`src/design/lbps_pkg.sv`:
```
// Shared types, constants and pattern ROM for the LED/beeper pattern sequencer.
`timescale 1ns / 1ps
`default_nettype none
package lbps_pkg;

  localparam int STEP_W        = 4;
  localparam int PAT_W         = 10;
  localparam int ROW_W         = 4;
  localparam int EVENT_COUNT   = 16;
  localparam int PATTERN_STEPS = 10;
  localparam int CFG_IDX_W     = 3;
  localparam int CFG_DATA_W    = 16;

  localparam logic [STEP_W-1:0] PATTERN_STEPS_C = STEP_W'(PATTERN_STEPS);

  // Configuration register indexes
  localparam logic [CFG_IDX_W-1:0] CFG_LED1_PRESENT   = 3'd0;
  localparam logic [CFG_IDX_W-1:0] CFG_LED2_PRESENT   = 3'd1;
  localparam logic [CFG_IDX_W-1:0] CFG_BEEPER_PRESENT = 3'd2;
  localparam logic [CFG_IDX_W-1:0] CFG_BEEPER_SPEAKER = 3'd3;
  localparam logic [CFG_IDX_W-1:0] CFG_PWM_PRESENT    = 3'd4;
  localparam logic [CFG_IDX_W-1:0] CFG_SPEAKER_PULSE  = 3'd5;

  // Item function codes
  localparam logic FUNC_TICK    = 1'b0;
  localparam logic FUNC_TRIGGER = 1'b1;

  // Pattern rows
  localparam logic [ROW_W-1:0] ROW_OFF            = 4'd0;
  localparam logic [ROW_W-1:0] ROW_DISARMED       = 4'd1;
  localparam logic [ROW_W-1:0] ROW_DISARMED_FIX   = 4'd2;
  localparam logic [ROW_W-1:0] ROW_ARMED          = 4'd3;
  localparam logic [ROW_W-1:0] ROW_FLYING         = 4'd4;
  localparam logic [ROW_W-1:0] ROW_FLYING_HF      = 4'd5;
  localparam logic [ROW_W-1:0] ROW_ALT_HOLD       = 4'd6;
  localparam logic [ROW_W-1:0] ROW_POS_HOLD       = 4'd7;
  localparam logic [ROW_W-1:0] ROW_MISSION        = 4'd8;
  localparam logic [ROW_W-1:0] ROW_DVH            = 4'd9;
  localparam logic [ROW_W-1:0] ROW_LOW_BATT1      = 4'd10;
  localparam logic [ROW_W-1:0] ROW_LOW_BATT2      = 4'd11;
  localparam logic [ROW_W-1:0] ROW_RADIO_LOSS2    = 4'd12;

  // Navigation modes
  localparam logic [2:0] NAV_ALT_HOLD = 3'd1;
  localparam logic [2:0] NAV_POS_HOLD = 3'd2;
  localparam logic [2:0] NAV_MISSION  = 3'd3;
  localparam logic [2:0] NAV_DVH      = 3'd4;

  localparam logic [1:0] GPS_FIX_3D = 2'd3;

  typedef struct packed {
    logic       func;
    logic [4:0] event_code;
    logic [6:0] flight_flags;
    logic [2:0] nav_mode;
    logic [1:0] gps_fix_type;
    logic       headfree_on;
  } in_item_t;

  typedef struct packed {
    logic        led1_level;
    logic        led2_level;
    logic [15:0] beeper_value;
    logic [10:0] pwm_width;
  } out_item_t;

  typedef struct packed {
    logic        led1_present;
    logic        led2_present;
    logic        beeper_present;
    logic        beeper_is_speaker;
    logic        pwm_present;
    logic [15:0] speaker_pulse_length;
  } cfg_t;

  typedef struct packed {
    logic [PAT_W-1:0] l1;
    logic [PAT_W-1:0] l2;
    logic [PAT_W-1:0] bp;
    logic [10:0]      pw;
  } row_t;

  // One-time event phase
  typedef enum logic [2:0] {
    PH_START    = 3'b001,
    PH_FINISHED = 3'b010,
    PH_PLAYING  = 3'b100
  } phase_t;

  function automatic row_t rom_row(input logic [ROW_W-1:0] idx);
    row_t r;
    case (idx)
      4'd0:    r = '{10'h000, 10'h000, 10'h000, 11'd1000};
      4'd1:    r = '{10'h333, 10'h000, 10'h000, 11'd1025};
      4'd2:    r = '{10'h01F, 10'h000, 10'h000, 11'd1075};
      4'd3:    r = '{10'h3FF, 10'h000, 10'h000, 11'd1125};
      4'd4:    r = '{10'h3FF, 10'h000, 10'h000, 11'd1175};
      4'd5:    r = '{10'h0FF, 10'h000, 10'h000, 11'd1575};
      4'd6:    r = '{10'h3FF, 10'h021, 10'h000, 11'd1225};
      4'd7:    r = '{10'h3FF, 10'h3FF, 10'h000, 11'd1275};
      4'd8:    r = '{10'h3FF, 10'h020, 10'h000, 11'd1325};
      4'd9:    r = '{10'h3FF, 10'h2AA, 10'h000, 11'd1375};
      4'd10:   r = '{10'h003, 10'h300, 10'h009, 11'd1425};
      4'd11:   r = '{10'h132, 10'h049, 10'h0C3, 11'd1475};
      4'd12:   r = '{10'h132, 10'h049, 10'h16B, 11'd1525};
      4'd13:   r = '{10'h3FF, 10'h01F, 10'h004, 11'd1025};
      4'd14:   r = '{10'h3FF, 10'h3E0, 10'h014, 11'd1125};
      default: r = '{10'h333, 10'h0CC, 10'h3FF, 11'd1525};
    endcase
    return r;
  endfunction

endpackage
`default_nettype wire

```
`src/design/led_beeper_pattern_sequencer.sv`:
```
// Top level of the LED/beeper status pattern sequencer.
//
// Usage: in_data carries one item per handshake on in_valid/in_ready. A tick
// item (func = 0) drives the outputs from the row picked by the flight flags,
// or from a pending one-time event, at the current step and advances the step.
// A trigger item (func = 1) arms a one-time event; a trigger that replaces a
// pending event gives one all-off result. Items that change nothing visible
// (disabled ticks, start ticks, ignored triggers) give no result.
// Results leave on out_data with out_valid/out_ready.
// cfg_valid/cfg_index/cfg_data write the configuration registers; cfg_ready is
// always high. Write them only while the block is idle.
// An accepted item waits in the input register; its result is formed from it
// combinationally and enters the output register when the item advances.
// Throughput: one item per cycle while the receiver takes results, set by the
// input register -> row ROM -> result register path.
// Reset clears configuration, step, pending event and all valid flags.
// When the receiver stalls, the result holds and the input register holds one
// more item; in_ready drops only once both are full and a result is waiting.
`timescale 1ns / 1ps
`default_nettype none
module led_beeper_pattern_sequencer (
  input  wire logic                                 clk,
  input  wire logic                                 rst,
  input  wire logic                                 in_valid,
  output logic                                      in_ready,
  input  wire lbps_pkg::in_item_t                   in_data,
  output logic                                      out_valid,
  input  wire logic                                 out_ready,
  output lbps_pkg::out_item_t                       out_data,
  input  wire logic                                 cfg_valid,
  output logic                                      cfg_ready,
  input  wire logic [lbps_pkg::CFG_IDX_W-1:0]       cfg_index,
  input  wire logic [lbps_pkg::CFG_DATA_W-1:0]      cfg_data
);
  import lbps_pkg::*;

  // Configuration
  cfg_t cfg;

  // Input register
  logic     item_valid;
  in_item_t item;

  // Sequencer state
  logic [STEP_W-1:0] step, step_next;
  logic [ROW_W-1:0]  oneshot_event, oneshot_event_next;
  phase_t            phase, phase_next;

  logic [ROW_W-1:0]  pick_row;
  logic [ROW_W-1:0]  emit_row;
  logic [STEP_W-1:0] step_inc;
  logic              has_result;
  logic              advance;
  logic              enabled;
  out_item_t         result;

  assign cfg_ready = 1'b1;

  always_ff @(posedge clk) begin
    if (rst) begin
      cfg <= '0;
    end else if (cfg_valid) begin
      case (cfg_index)
        CFG_LED1_PRESENT:   cfg.led1_present         <= cfg_data[0];
        CFG_LED2_PRESENT:   cfg.led2_present         <= cfg_data[0];
        CFG_BEEPER_PRESENT: cfg.beeper_present       <= cfg_data[0];
        CFG_BEEPER_SPEAKER: cfg.beeper_is_speaker    <= cfg_data[0];
        CFG_PWM_PRESENT:    cfg.pwm_present          <= cfg_data[0];
        CFG_SPEAKER_PULSE:  cfg.speaker_pulse_length <= cfg_data;
        default: ;
      endcase
    end
  end

  lbps_row_sel u_row_sel (
    .flight_flags (item.flight_flags),
    .nav_mode     (item.nav_mode),
    .gps_fix_type (item.gps_fix_type),
    .headfree_on  (item.headfree_on),
    .row          (pick_row)
  );

  lbps_emit u_emit (
    .row    (emit_row),
    .step   (step),
    .cfg    (cfg),
    .result (result)
  );

  assign enabled  = cfg.led1_present | cfg.led2_present | cfg.beeper_present | cfg.pwm_present;
  assign step_inc = step + STEP_W'(1);

  // Work out the effect of the held item on state and whether it yields a result
  always_comb begin
    step_next          = step;
    oneshot_event_next = oneshot_event;
    phase_next         = phase;
    emit_row           = ROW_OFF;
    has_result         = 1'b0;
    if (item.func == FUNC_TRIGGER) begin
      // Codes past the table are dropped
      if (!item.event_code[4]) begin
        has_result         = (oneshot_event != ROW_OFF);
        phase_next         = PH_START;
        oneshot_event_next = item.event_code[ROW_W-1:0];
      end
    end else if (enabled) begin
      if (oneshot_event != ROW_OFF) begin
        case (phase)
          PH_START: begin
            phase_next = PH_PLAYING;
            step_next  = '0;
          end
          PH_PLAYING: begin
            emit_row   = oneshot_event;
            has_result = 1'b1;
            step_next  = step_inc;
            if (step_inc >= PATTERN_STEPS_C) begin
              phase_next = PH_FINISHED;
            end
          end
          default: begin
            // Finished: force everything off once and resume
            phase_next         = PH_START;
            oneshot_event_next = ROW_OFF;
            step_next          = '0;
            has_result         = 1'b1;
          end
        endcase
      end else begin
        emit_row   = pick_row;
        has_result = 1'b1;
        step_next  = (step_inc >= PATTERN_STEPS_C) ? '0 : step_inc;
      end
    end
  end

  // Hold the item until the result register can take its result
  assign advance  = item_valid & (~has_result | ~out_valid | out_ready);
  assign in_ready = ~item_valid | advance;

  always_ff @(posedge clk) begin
    if (rst) begin
      item_valid <= 1'b0;
    end else if (in_ready) begin
      item_valid <= in_valid;
    end
  end

  always_ff @(posedge clk) begin
    if (in_ready && in_valid) begin
      item <= in_data;
    end
  end

  always_ff @(posedge clk) begin
    if (rst) begin
      step          <= '0;
      oneshot_event <= ROW_OFF;
      phase         <= PH_START;
    end else if (advance) begin
      step          <= step_next;
      oneshot_event <= oneshot_event_next;
      phase         <= phase_next;
    end
  end

  always_ff @(posedge clk) begin
    if (rst) begin
      out_valid <= 1'b0;
    end else if (advance && has_result) begin
      out_valid <= 1'b1;
    end else if (out_ready) begin
      out_valid <= 1'b0;
    end
  end

  always_ff @(posedge clk) begin
    if (advance && has_result) begin
      out_data <= result;
    end
  end

endmodule
`default_nettype wire

```
`src/design/lbps_row_sel.sv`:
```
// Ongoing-signalling row selection from the flight status of a tick item.
`timescale 1ns / 1ps
`default_nettype none
module lbps_row_sel (
  input  wire logic [6:0]                flight_flags,
  input  wire logic [2:0]                nav_mode,
  input  wire logic [1:0]                gps_fix_type,
  input  wire logic                      headfree_on,
  output logic      [lbps_pkg::ROW_W-1:0] row
);
  import lbps_pkg::*;

  logic [ROW_W-1:0] fly_row;

  always_comb begin
    case (nav_mode)
      NAV_ALT_HOLD: fly_row = ROW_ALT_HOLD;
      NAV_POS_HOLD: fly_row = ROW_POS_HOLD;
      NAV_MISSION:  fly_row = ROW_MISSION;
      NAV_DVH:      fly_row = ROW_DVH;
      default:      fly_row = headfree_on ? ROW_FLYING_HF : ROW_FLYING;
    endcase
  end

  // Exact flag combinations only; anything else is the all-off row
  always_comb begin
    case (flight_flags)
      7'h01:   row = (gps_fix_type == GPS_FIX_3D) ? ROW_DISARMED_FIX : ROW_DISARMED;
      7'h02:   row = ROW_ARMED;
      7'h04,
      7'h06:   row = fly_row;
      7'h0E:   row = ROW_LOW_BATT2;
      7'h1E:   row = ROW_RADIO_LOSS2;
      7'h21,
      7'h22,
      7'h26:   row = ROW_LOW_BATT1;
      7'h61,
      7'h62,
      7'h66:   row = ROW_LOW_BATT2;
      default: row = ROW_OFF;
    endcase
  end

endmodule
`default_nettype wire

```
`src/design/lbps_emit.sv`:
```
// Output formatting of one pattern row at one step.
`timescale 1ns / 1ps
`default_nettype none
module lbps_emit (
  input  wire logic [lbps_pkg::ROW_W-1:0]  row,
  input  wire logic [lbps_pkg::STEP_W-1:0] step,
  input  wire lbps_pkg::cfg_t              cfg,
  output lbps_pkg::out_item_t              result
);
  import lbps_pkg::*;

  row_t r;
  logic in_pat;
  logic b1, b2, bb;

  assign r      = rom_row(row);
  assign in_pat = (step < STEP_W'(PAT_W));
  assign b1     = in_pat & r.l1[step];
  assign b2     = in_pat & r.l2[step];
  assign bb     = in_pat & r.bp[step];

  always_comb begin
    result.led1_level = cfg.led1_present & b1;
    result.led2_level = cfg.led2_present & b2;
    if (!cfg.beeper_present || !bb) begin
      result.beeper_value = '0;
    end else if (cfg.beeper_is_speaker) begin
      result.beeper_value = cfg.speaker_pulse_length;
    end else begin
      result.beeper_value = 16'd1;
    end
    result.pwm_width = cfg.pwm_present ? r.pw : 11'd0;
  end

endmodule
`default_nettype wire

```
`config.mk`:
```
export PLATFORM = sky130hd
export DESIGN_NAME = led_beeper_pattern_sequencer
export DESIGN_NICKNAME = d
export VERILOG_FILES = /design/src/design/lbps_pkg.sv /design/src/design/led_beeper_pattern_sequencer.sv /design/src/design/lbps_row_sel.sv /design/src/design/lbps_emit.sv
export SDC_FILE = /design/constraint.sdc
export NUM_CORES = 1
export LEC_CHECK = 0
export BUFFER_PORTS_ARGS = -buffer_cell sky130_fd_sc_hd__buf_2
export CAP_MARGIN = 5
export CORE_UTILIZATION = 47
export CTS_CLUSTER_SIZE = 30
export DETAILED_ROUTE_END_ITERATION = 8
export HOLD_SLACK_MARGIN = 0.08
export PLACE_DENSITY = 0.69
export RECOVER_POWER = 100
export SLEW_MARGIN = 20
export SYNTH_ARGS = -nofsm -noshare
export SYNTH_HDL_FRONTEND = slang
export SYNTH_SLANG_ARGS = --single-unit
```
`constraint.sdc`:
```
create_clock -name clk -period 3.95 [get_ports clk]
set_clock_uncertainty 0.15 [all_clocks]
set_input_delay 0.5925 -clock clk [delete_from_list [all_inputs] [get_ports clk]]
set_output_delay 0.5925 -clock clk [all_outputs]
set_load 0.005 [all_outputs]
```
; After elaboration in Yosys (flattened, before gate mapping)
; Memories as Yosys holds them, arrays and structs flattened.
; Cells that the tools add are included.
[word_totals]
latch_bits = 0
ff_bits = 82
inputBits = 43
word_cells = 131
rom_bits = 656
out_inout_bits = 32
ramBits = 0
mem_count = 1
[classes]
n_eq_ne = 27
mul = 0
bitwise_logic = 17
mux = 36
addsub = 1
reduce_logical = 24
n_lt_le_gt_ge = 3
n_shift = 0
div = 0
[mem_list]
columns = memory, depth, word_bits, rd, rd_ports_with_merged_regs, write_ports, line
row1 = (name not given), 16, 41, 1, 0, 0, lbps_pkg.sv:92  ; case (idx)
[ops]
columns = operator, count
row1 = two-way mux 4 bit, 12
row2 = one-hot mux 4 bit (6 select lines), 1
row3 = equality test 7 x 6 -> 1 bit (second input constant), 3
row4 = equality test 7 bit (second input constant), 3
row5 = one-hot mux 4 bit (4 select lines), 1
row6 = two-way mux 3 bit, 5
row7 = equality test 7 x 3 -> 1 bit (second input constant), 2
row8 = binary-select mux 1 bit (select 4 bit), 3
row9 = equality test 3 x 2 -> 1 bit (second input constant), 4
row10 = equality test 3 bit (second input constant), 4
row11 = two-way mux 1 bit, 12
row12 = AND reduction 2 bit, 6
row13 = AND reduction 5 bit, 2
row14 = equality test 3 x 1 -> 1 bit (second input constant), 3
row15 = equality test 7 x 1 -> 1 bit (second input constant), 1
row16 = equality test 7 x 2 -> 1 bit (second input constant), 1
row17 = equality test 7 x 4 -> 1 bit (second input constant), 1
row18 = equality test 7 x 5 -> 1 bit (second input constant), 1
row19 = AND 1 bit, 6
row20 = OR 1 bit, 6
row21 = one-hot mux 3 bit (2 select lines), 1
row22 = nonzero test 2 bit, 3
row23 = OR reduction 2 bit, 3
row24 = less-than comparator 4 x 5 -> 1 bit (second input constant), 1
row25 = 17 further kinds, 23

; Longest topological paths before layout
; An unclocked memory read counts as a cell.
[logic_depth]
word_depth = 13
mapped_depth = 15
mapped_depth_nobuf = 11

; Cells and area by module
; From an unflattened synthesis, not the netlist that was laid out.
[unflattened]
cells_unflattened = 445
area_unflattened_um2 = 4319.1
[by_module_without_submodules]
columns = mod, cells_per_inst, area_per_inst_um2, seq_area_each_um2, n_inst
row1 = led_beeper_pattern_sequencer, 243, 3055.4, 2122.0, 1
row2 = lbps_emit, 169, 1042.2, 0.0, 1
row3 = lbps_row_sel, 33, 221.5, 0.0, 1

; Least setup slack after synthesis
; OpenSTA, ideal clock, no wires.
[synth_path]
path_kind = register to register
startpoint = register item[7] in the netlist's numbering
endpoint = register out_data[18] in the netlist's numbering (data pin)
path_buffers = 3
arrival_time_ns = 3.158
setup_slack_ns = 0.387
path_stages_with_launch = 15
synth_period_minus_slack_ns = 3.563
path_cell_list = edfxtp_1 nor2b_1 o211a_1 a32o_1 o31ai_1 clkbuf_1 inv_1 ha_1 clkbuf_1 a21oi_1 a211oi_1 o211ai_1 nand3_2 buf_6 and3_1
[synth_via]
elab_chain_cells = 13
elab_cells_between_ends = 26
[synth_rtl]
columns = element, line
row1 = start: declaration, led_beeper_pattern_sequencer.sv:42  ; in_item_t item;
row2 = start signal: assignment, led_beeper_pattern_sequencer.sv:152  ; item <= in_data;
row3 = "equality test 7 x 4 -> 1 bit, or another cell as far along", lbps_row_sel.sv:27  ; case (flight_flags)
row4 = "OR reduction 4 bit (no line), or another cell as far along", -
row5 = one-hot mux 4 bit (6 select lines) (*), lbps_row_sel.sv:27
row6 = two-way mux 4 bit (*), led_beeper_pattern_sequencer.sv:108  ; if (oneshot_event != ROW_OFF) begin
row7 = two-way mux 4 bit (*), led_beeper_pattern_sequencer.sv:107  ; end else if (enabled) begin
row8 = two-way mux 4 bit (*), led_beeper_pattern_sequencer.sv:100  ; if (item.func == FUNC_TRIGGER) begin
row9 = memory (16 x 41 bit) (*), -
row10 = binary-select mux 1 bit (select 4 bit) (*), lbps_emit.sv:20  ; assign bb = in_pat & r.bp[step];
row11 = two-way mux 1 bit (implied by the code) (*), lbps_emit.sv:20
row12 = AND 1 bit (*), lbps_emit.sv:20
row13 = logical NOT 1 bit (*), lbps_emit.sv:25  ; if (!cfg.beeper_present || !bb) begin
row14 = logical OR 1 bit (*), lbps_emit.sv:25
row15 = OR reduction 2 bit (no line) (*), -
row16 = end signal: assignment, led_beeper_pattern_sequencer.sv:180  ; out_data <= result;
row17 = end: declaration, led_beeper_pattern_sequencer.sv:29  ; output lbps_pkg::out_item_t out_data,
; Every way passes the cells marked *; elsewhere a longest branch is shown, timed or not. The select of a mux whose other input is x is not followed.
; A chain may end at the register's enable or synchronous reset.

==> impl_metrics.yaml <==
status:
  status: "finished, final reports clean"
place:
  io_buffers: 73
  dp.cells: 583
  gp_congestion: 0.892
  pre_cts_ws_ps: 452
  hpwl_um: 6380
timing:
  fin_crit_sh_pct: 90.7
  grt_setup_unrepaired: "false"
  setup_viol: 0
  max_slew.worst_pin.slew_ps: 1170
  min_period_ps: 3580
  fin_setup_tns_ps: 0
  worst_slack_ps: 368
  slew_headroom_pct: 21.9
  slew_viol_final: 0
  hold_viol: 0
  fmax_mhz: 279
power_and_ir_drop:
  p_total_mw: 1.68
  vdd_ir_drop_max_uv: 233
  power_density_nw_per_um2: 354
  p_leak_nw: 1.66
yosys:
  ys_types: 69
  yosysTopAreaCell: "edfxtp_1"
  netlist.area_leader.share_pct: 34.2
  synth_area_leaders: "edfxtp_1 (34%), dfxtp_1 (16%), nand2_1 (5.1%)"
  synth_ff_type: "edfxtp_1"
  ys_seq_area_share_pct: 50.6
  synth_cells: 422
  ys_warn_count: 0
  synth_edf_count: 47
  syn_area_per_cell_sq_um: 9.79
  async_flop_share_pct: 0
  yosys_register_bits: 81
  syn_area_sq_um: 4130
  synth_nets: 471
cts:
  clkTransAtPathRegs_ps: 80
  postCtsSetupBuffers: 0
  cts_buffers: 9
  clk_latency_ps: 350
  postCtsResizedCells: 0
  htree_num_levels: 3
  clk_root_buffer_cell: "clkbuf_8"
  clock_path_buffers: 2
  cts_tree: "done"
  cts_hold_buf: 0
  clock-sinks: 81
critical_path:
  cpPeakStageDelay_ps: 590
  crit_family: "compound AO/OA/AOI/OAI gates"
  worstPathArrival_ps: 3530
  worstPathMaxFanout: 11
  endpoint_kind: "flop"
  crit_required_ps: 3900
  critPathBufInv: 1
  worstSetupPathType: "flop to flop"
  cp-start-kind: "flop"
  cp_slowest_cell: "or2_0"
  crit_path_cell_trace: "nor2b_1, o211a_1, o41ai_2, or2_0, clkbuf_1, nand2_1, o21ai_0, o221a_1, a311oi_1"
global_routing:
  grt_max_degree: 35
  first_global_vias: 3099
  grt_pass1_wl_um: 14600
  grt_overflow: 0
  grt_usage_pct: 20.7
  antenna_found_initial: 0
routing:
  wirelength_um: 9140
  drc_errors: 0
  postRouteAntennaNets: 0
  wl_per_cell_um: 15.3
  vias: 3403
  drtIter0Drc: 175
  viasPerCell: 5.68
  firstDrtPassIters: 4
final_layout:
  mostFrequentLayoutCells: "nand2_1 (56), edfxtp_1 (47), buf_2 (44), a21oi_1 (40), dfxtp_1 (34)"
  antennaDiodeCount: 0
  final_common_cell: "nand2_1"
  fillers: 762
  area_growth_pct: 14.8
  drive_gt1_share_pct: 17.0
  post-route-util_pct: 56.9
  stdcell_count: 599
  nets: 538
run:
  maxCapViolCount: 0
die:
  io_pins: 75
  start_util_pct: 49.5
  die_h_um: 95.8
  rows: 33
  die_x_um: 95.8
  die_area_sq_um: 9170
  core_area_sq_um: 8340
worst_hold_path:
  hold_class: "input pin to flop"
-- per-stage QoR --
stage                     area [sq um]  hold slack (ps)
after floorplan                   4130              282
after global placement            4570              288
after detailed placement          4570              293
after CTS                         4790              248
after global routing              4740              240
final                             4740              265
-- where the power goes --
| part | total, mW | switching (mW) | internal [mW] | leakage, nW |
|---|---|---|---|---|
| logic | 0.0934 | 0.0525 | 0.0409 | 0.871 |
| clock network | 0.656 | 0.319 | 0.337 | 0.110 |
| registers | 0.930 | 0.0182 | 0.912 | 0.675 |
| total | 1.68 | 0.390 | 1.29 | 1.66 |
-- state kept, by name, summed over array words and instances, names as in the netlist --
register,count
cfg,21
item,19
item_valid,1
oneshot_event,4
out_data,28
out_valid,1
phase,3
step,4
-- per-layer routing --
metal / GRT usage, % / vias up / share of wire (%) / wire, um
li1: - / 1699 / - / -
met2: 32.7 / 110 / 47 / 4330
met1: 27.8 / 1581 / 46 / 4220
met5: 0 / - / 0 / 0
met3: 3.55 / 13 / 5.1 / 462
met4: 9.33 / 0 / 1.3 / 122
-- cells in the mapped netlist, types with 4 or more instances --
master    number
nand2_1       56
edfxtp_1      47
a21oi_1       40
dfxtp_1       34
nor2_1        34
and3_1        17
clkbuf_1      17
o21ai_0       12
inv_1         10
nor3_1        10
nand3_1        9
o211ai_1       7
ha_1           6
mux2i_1        6
nand2b_1       6
buf_2          5
nor2b_1        5
nor3b_1        5
a211oi_1       4
a32oi_1        4
and2_1         4
nor4_1         4
o31ai_1        4
or2_2          4
-- cell type report --
type | count | area, sq um | area share [%]
Sequential cell | 81 | 2090 | 44.1
Multi-Input combinational cell | 303 | 1860 | 39.3
Timing Repair Buffer | 83 | 394 | 8.31
Clock buffer | 10 | 149 | 3.14
Tap cell | 105 | 131 | 2.77
Clock inverter | 6 | 71.3 | 1.50
Inverter | 11 | 41.3 | 0.871
-- worst reg2reg max path, delay by kind of cell, from the launching register on --
kind	cells	cell delay [ps]
AOI/OAI and AO/OA	5	1340
buffers and inverters	1	410
DFF	1	470
and+or+nand+nor	3	960
-- worst paths after layout --
check | startpoint | endpoint | slack (ps) | cells after the start
max reg2reg | item[7] | out_data[27] | 370 | 9
max | item[7] | out_data[27] | 370 | 9
min reg2reg | cfg[3] | cfg[3] | 300 | 2
min | in_data[9] | item[9] | 260 | 1
-- logic make-up (layout without fill, tap and decap cells) --
family | after synthesis | after routing | synth area share [%]
simple gates | 174 | 174 | 21.7
buf+inv | 38 | 110 | 4.33
fa+ha+maj | 6 | 6 | 1.82
compound gates | 111 | 111 | 18.9
xor+xnor | 5 | 5 | 1.06
flops | 81 | 81 | 50.6
mux | 6 | 6 | 1.45
other cells | 1 | 1 | 0.0908
No activity file was read; power rests on OpenSTA's default activity.
